<file path="src/hdl/dbmh_ram.sv">
// dbmh_ram: generic single-port-write, single-read ram with registered read
// depends on nothing
`default_nettype none
module dbmh_ram #(
  parameter int WIDTH = 8,
  parameter int DEPTH = 16
) (
  input  wire logic                     clk,
  input  wire logic                     we,
  input  wire logic [$clog2(DEPTH)-1:0] waddr,
  input  wire logic [WIDTH-1:0]         wdata,
  input  wire logic [$clog2(DEPTH)-1:0] raddr,
  output logic      [WIDTH-1:0]         rdata
);
  logic [WIDTH-1:0] mem [DEPTH];
  always_ff @(posedge clk) begin
    if (we) mem[waddr] <= wdata;
    rdata <= mem[raddr];
  end
endmodule
`default_nettype wire

</file>
<file path="config.mk">
export PLATFORM = sky130hd
export DESIGN_NAME = dbmh_ram
export DESIGN_NICKNAME = d
export VERILOG_FILES = /design/src/hdl/dbmh_ram.sv
export SDC_FILE = /design/constraint.sdc
export NUM_CORES = 1
export LEC_CHECK = 0
export BUFFER_PORTS_ARGS = -buffer_cell sky130_fd_sc_hd__buf_2
export CORE_MARGIN = 1
export CORE_UTILIZATION = 55
export DETAILED_ROUTE_END_ITERATION = 12
export PLACE_DENSITY_LB_ADDON = 0.25
export SLEW_MARGIN = 5
export SYNTH_ARGS = -nofsm -noshare
export SYNTH_HDL_FRONTEND = slang
export SYNTH_SLANG_ARGS = --single-unit
export TNS_END_PERCENT = 5
</file>
<file path="constraint.sdc">
create_clock -name clk -period 2.97 [get_ports clk]
set_clock_uncertainty 0.2 [all_clocks]
set_input_delay 0.4455 -clock clk [delete_from_list [all_inputs] [get_ports clk]]
set_output_delay 0.4455 -clock clk [all_outputs]
set_load 0.005 [all_outputs]
</file>
==> results.yml, run 1 <==
timing:
  drv_slew: 0
  finalCritPeriodShare_pct: 60.1
  tightest_slew_ns: 0.821
  fmaxAchievable_ghz: 0.561
  tns_ns: 0
  rsz0062_at_grt: "false"
  hold_viol: 0
  relSlewSlack_pct: 45.1
  min_period_ns: 1.78
  setup-violations-final: 0
synthesis:
  syn_area_um2: 5150
  yosys-top-cells-count: "128 x edfxtp_1, 18 x mux4_2, 16 x a22oi_1"
  postSynthCellCount: 229
  synth_top_family_by_area: "multiplexers"
  ys_ff_latch: 136
  synth_edf_count: 128
  synth_area_leaders: "edfxtp_1 75%, mux4_2 7.9%, mux4_1 7.1%, dfxtp_1 3.1%, a22oi_1 2.3%"
  synth_most_common_cell: "edfxtp_1"
  muxShareOfSynthArea_pct: 15.0
  synth_largest_area_cell: "edfxtp_1"
  synth_xor_area_share_pct: 0
  async_flop_share_pct: 0
  syn_avg_cell_area_um2: 22.5
  synthAdderAreaFrac_pct: 0
  synthFlopType: "edfxtp_1"
  netlist.area_leader.share_pct: 74.7
  synth_compound_area_share_pct: 2.33
  ys_seq_area_share_pct: 77.8
  synth_cell_types: 19
  syn_nets: 247
  yosysWarnings: 0
  synthSimpleGateAreaFrac_pct: 3.18
worst_hold_path:
  min_path_type: "primary input to flip-flop"
  hold_depth: 1
grt:
  grt_max_degree: 25
  antenna_found_initial: 0
  overflow: 0
  grtUsageTotal_pct: 21.7
  grt_pass1_vias: 2489
  grt_pass1_wl_mm: 14.3
floorplan:
  die_y_um: 98.7
  core_area_um2: 8890
  die_w_um: 98.7
  pin_count: 26
  dieArea_um2: 9750
  start_util_pct: 57.9
  rows: 34
critical_path:
  crit_required_ns: 2.91
  cp-start-kind: "primary input"
  path_class: "primary input to flip-flop"
  r2r_setup_slack_ns: 1.40
  arrival_ns: 1.72
  r2r_cells: 3
  worstPathMaxFanout: 8
  cp-end-kind: "flip-flop"
power_and_ir_drop:
  power.leakage_nw: 2.02
  net-switching-power_mw: 0.830
  power_density_nw_per_um2: 687
  p_comb_share_pct: 4.7
  p_int_mw: 3.26
  switching_share_pct: 20.3
  clkPwrFrac_pct: 42.5
  seq_power_share_pct: 52.8
  peakVddDrop_v: 0.000449
status:
  outcome: "completed"
cells_and_area:
  synthToLayoutAreaGrowth_pct: 15.6
  instances_no_fill: 400
  antenna_cells: 0
  nNetsFinal: 297
  drive_above_1_share_pct: 29.1
  fill_cells: 565
clocking:
  tritoncts: "yes"
  postCtsSetupBuffers: 0
  clk_pin_slew_ns: 0.06
  cts_buffers: 17
  clockBufferDepth: 2
  root_buffer: "clkbuf_8"
  cts_sinks: 136
  cts_resized: 0
  clk-insertion-delay-late_ns: 0.52
  ctsHoldBuffers: 0
  htreeDepth: 4
routing:
  ant_nets: 0
  routed_wirelength_mm: 9.44
  drc: 0
  viasPerCell: 6.02
  dr_total_vias: 2406
  wire_per_inst_um: 23.6
  dr.pass1.iters: 5
  drt_iter0_drc: 152
placed_design:
  numPortBuffers: 25
  numPlacedInstances: 368
  place_congestion: 0.787
  dp_hpwl_mm: 6.09
run:
  maxCapViolations: 0
-- cells by family after synthesis --
logic type	after synthesis
AND/OR/NAND/NOR	35
AO/OA/AOI/OAI	16
flip-flops	136
multiplexers	32
buffers and inverters	10
-- sequential cells by signal (all words and copies together) (netlist names) --
register	count
mem	128
rdata	8
-- power by group through the flow --
stage / Clock, mW / Sequential, mW / Combinational (mW)
2_1_floorplan: 0 / 2.20 / 0.109
3_3_place_gp: 0 / 2.20 / 0.190
3_5_place_dp: 0 / 2.20 / 0.195
4_1_cts: 1.75 / 2.16 / 0.195
5_1_grt: 1.83 / 2.16 / 0.209
6_report: 1.74 / 2.16 / 0.192
-- final cells by class --
type                    instances  area, um2  share of cell area, %
multi-input cells              83       1060                   17.8
repair buffers                 41        258                   4.33
clock buffers                  22        443                   7.44
well taps                     108        135                   2.27
clock inverters                10       55.1                  0.925
flip-flops and latches        136       4000                   67.3
-- worst max-delay path: stages --
cell	delay (ns)
buf_2	0.12
or3b_2	0.51
nor2_1	0.65
-- path summary, 6_finish.rpt --
path / startpoint / end
worst max-delay path: waddr[2] / mem[1][3]
worst min-delay path: wdata[0] / mem[8][0]
worst max register to register: mem[9][3] / rdata[3]
worst min register to register: mem[4][2] / rdata[2]
-- cells in the final DEF (no fill, tap or decap), types with 2 or more instances in the layout --
| cell | n |
|---|---|
| a22oi_1 | 16 |
| buf_2 | 25 |
| buf_4 | 15 |
| clkbuf_1 | 4 |
| clkbuf_16 | 16 |
| clkbuf_8 | 2 |
| clkinv_1 | 3 |
| clkinv_2 | 4 |
| clkinvlp_4 | 2 |
| dfxtp_1 | 8 |
| edfxtp_1 | 128 |
| mux4_1 | 14 |
| mux4_2 | 18 |
| nand2_1 | 9 |
| nand2b_1 | 2 |
| nand3b_1 | 2 |
| nor2_1 | 13 |
| nor3_1 | 4 |
-- metal layers --
layer / up-vias / wire, um / track usage (%) / part of all wire (%)
met5: - / 0 / 0 / 0
met4: 0 / 152 / 9.64 / 1.6
met3: 13 / 636 / 5.96 / 6.7
met2: 90 / 4650 / 33.2 / 49
met1: 1227 / 4000 / 29.7 / 42
li1: 1076 / - / - / -
-- through the flow --
step | util (%) | hold slack (ns) | setup WS, ns | cell area, um2 | total power, mW
after floorplan | - | 0.344 | 0.832 | 5150 | 2.30
after detailed placement | 61.3 | 0.455 | 0.649 | 5450 | 2.40
final | 66.9 | 0.117 | 1.19 | 5950 | 4.09
after CTS | 66.9 | 0.108 | 1.19 | 5950 | 4.11
after global routing | 66.9 | 0.107 | 1.09 | 5950 | 4.20
after global placement | 61.3 | 0.453 | 0.677 | 5450 | 2.39
Note: power is estimated with default switching activity, not from simulation.
==> run 2: changes to the inputs <==
--- a/config.mk
+++ b/config.mk
@@ -7,7 +7,7 @@
 export LEC_CHECK = 0
 export BUFFER_PORTS_ARGS = -buffer_cell sky130_fd_sc_hd__buf_2
 export CORE_MARGIN = 1
-export CORE_UTILIZATION = 55
+export CORE_UTILIZATION = 54
 export DETAILED_ROUTE_END_ITERATION = 12
 export PLACE_DENSITY_LB_ADDON = 0.25
 export SLEW_MARGIN = 5
==> constraint.sdc (replaced) <==
create_clock -name clk -period 1.5 [get_ports clk]
set_clock_uncertainty 0.2 [all_clocks]
set_input_delay 0.225 -clock clk [delete_from_list [all_inputs] [get_ports clk]]
set_output_delay 0.225 -clock clk [all_outputs]
set_load 0.005 [all_outputs]
==> run 2 against run 1 <==
Cell count rose by 12%. Global-route usage grew 0.84 points. Register-to-register slack worse by 1.4 ns. First-iteration DRC count rose by 24%.
==> results.yml, run 2 (synthesized netlist as in run 1, its figures left out) <==
cells_and_area:
  drive_above_1_share_pct: 41.7
  instances_no_fill: 448
  reg_top3: "mem x128, rdata x8"
  seqCellArea_um2: 4000
  nNetsFinal: 324
  largest_register: "mem"
  mostFrequentLayoutCells: "128 x edfxtp_1, 29 x buf_4, 28 x mux4_2"
  antenna_cells: 0
  final_common_cell: "edfxtp_1"
  largest_reg_flops: 128
  multi_input_area_um2: 1100
  synthToLayoutAreaGrowth_pct: 25.0
  final_util_pct: 69.6
  fill_cells: 563
routing:
  drc: 0
  ant_nets: 0
  met3_length_um: 667
  wl_met2_mm: 5.30
  highest_layer: "met4"
  drt_iter0_drc: 188
  met1Wirelength_mm: 4.20
  dr.pass1.iters: 4
  wire_per_inst_um: 23.0
  viasPerCell: 5.65
  dr_total_vias: 2533
  routed_wirelength_mm: 10.3
clocking:
  root_buffer: "clkbuf_8"
  tritoncts: "yes"
  clk-insertion-delay-late_ns: 0.52
  cts_buffers: 17
  clk_pin_slew_ns: 0.06
  clockBufferDepth: 2
  postCtsSetupBuffers: 0
  htreeDepth: 4
  cts_sinks: 136
critical_path:
  cp_cell_sequence: "mux4_2 > a22oi_2 > nand2_1"
  cp-start-kind: "flip-flop"
  crit_required_ns: 1.70
  cpMaxStageDelayCell: "mux4_2"
  path_class: "flip-flop to flip-flop"
  cp-end-kind: "flip-flop"
  cp_num_buf_inv: 0
  r2r_setup_slack_ns: 0.02
  max_stage_delay_ns: 0.47
  worstPathMaxFanout: 1
  cp_top_family: "multiplexers"
  arrival_ns: 1.68
power_and_ir_drop:
  peakVddDrop_v: 0.000814
  power_density_nw_per_um2: 1430
  seq_power_share_pct: 46.6
  net-switching-power_mw: 1.79
  clkPwrFrac_pct: 48.2
  switching_share_pct: 19.5
  power.leakage_nw: 2.21
  p_int_mw: 7.39
  p_comb_share_pct: 5.2
grt:
  grt_max_degree: 23
  grt_pass1_vias: 2639
  overflow: 0
  grtUsageTotal_pct: 22.5
  grt_pass1_wl_mm: 15.2
  antenna_found_initial: 0
timing:
  finalCritPeriodShare_pct: 98.4
  tightest_slew_ns: 0.999
  tns_ns: 0
  min_period_ns: 1.48
  hold_viol: 0
  rsz0062_at_grt: "true"
  relSlewSlack_pct: 33.3
  setup-violations-final: 0
  fmaxAchievable_ghz: 0.677
  drv_slew: 0
placed_design:
  numPortBuffers: 25
  dp_hpwl_mm: 6.22
  numPlacedInstances: 406
  place_congestion: 0.768
floorplan:
  start_util_pct: 55.7
  pin_count: 26
  die_y_um: 99.6
  rows: 35
  die_w_um: 99.6
  core_area_um2: 9240
  dieArea_um2: 9930
worst_hold_path:
  min_path_type: "primary input to flip-flop"
status:
  outcome: "completed"
run:
  maxCapViolations: 0
-- run 2: area by class of cell --
| type | instances | area share (%) |
|---|---|---|
| clock buffer | 20 | 6.77 |
| tap | 129 | 2.51 |
| clock inverter | 12 | 3.11 |
| multi-input combinational | 83 | 17.0 |
| sequential | 136 | 62.2 |
| timing repair buffer | 68 | 8.36 |
-- run 2: timing repair --
item / CTS / global route
gates resized for setup: 8 / 16
endpoints found under the hold margin: 129 / 0
endpoints found under the setup margin: 6 / 8
pin swaps: 4 / 4
cloned: 0 / 1
hold buffers: 9 / 0
-- run 2: final timing paths --
| path | from | cells past startpoint | end |
|---|---|---|---|
| hold / removal | waddr[1] | 3 | mem[0][1] |
| hold reg to reg | mem[12][3] | 3 | rdata[3] |
| setup reg to reg | mem[0][5] | 3 | rdata[5] |
| setup / recovery | mem[0][5] | 3 | rdata[5] |
-- run 2: power by group through the flow --
stage               Sequential, mW  Combinational, mW  Clock [mW]
floorplan                     4.35              0.219           0
global placement              4.35              0.405           0
detailed placement            4.35              0.418           0
CTS                           4.28              0.453        4.47
global route                  4.28              0.511        4.63
finish                        4.28              0.474        4.42
-- run 2: layer usage --
layer / up-vias / GRT usage (%)
met2: 102 / 36.6
met1: 1299 / 28.9
met4: 0 / 10.4
met3: 13 / 5.76
li1: 1119 / -
met5: - / 0
-- run 2: worst register-to-register path, cell delays in order (launching register included) --
cell      delay (ns)
edfxtp_1        0.37
mux4_2          0.47
a22oi_2         0.23
nand2_1         0.09
-- run 2: per-stage QoR --
stage	cell area, um2	total power [mW]	hold slack, ns	setup slack, ns
final	6430	9.18	0.0377	0.0233
after global placement	5660	4.75	0.402	-0.337
after detailed placement	5660	4.77	0.402	-0.369
after CTS	6410	9.20	0.0110	0.00657
after global routing	6430	9.42	0.0226	-0.0234
after floorplan	5170	4.57	0.124	-0.117
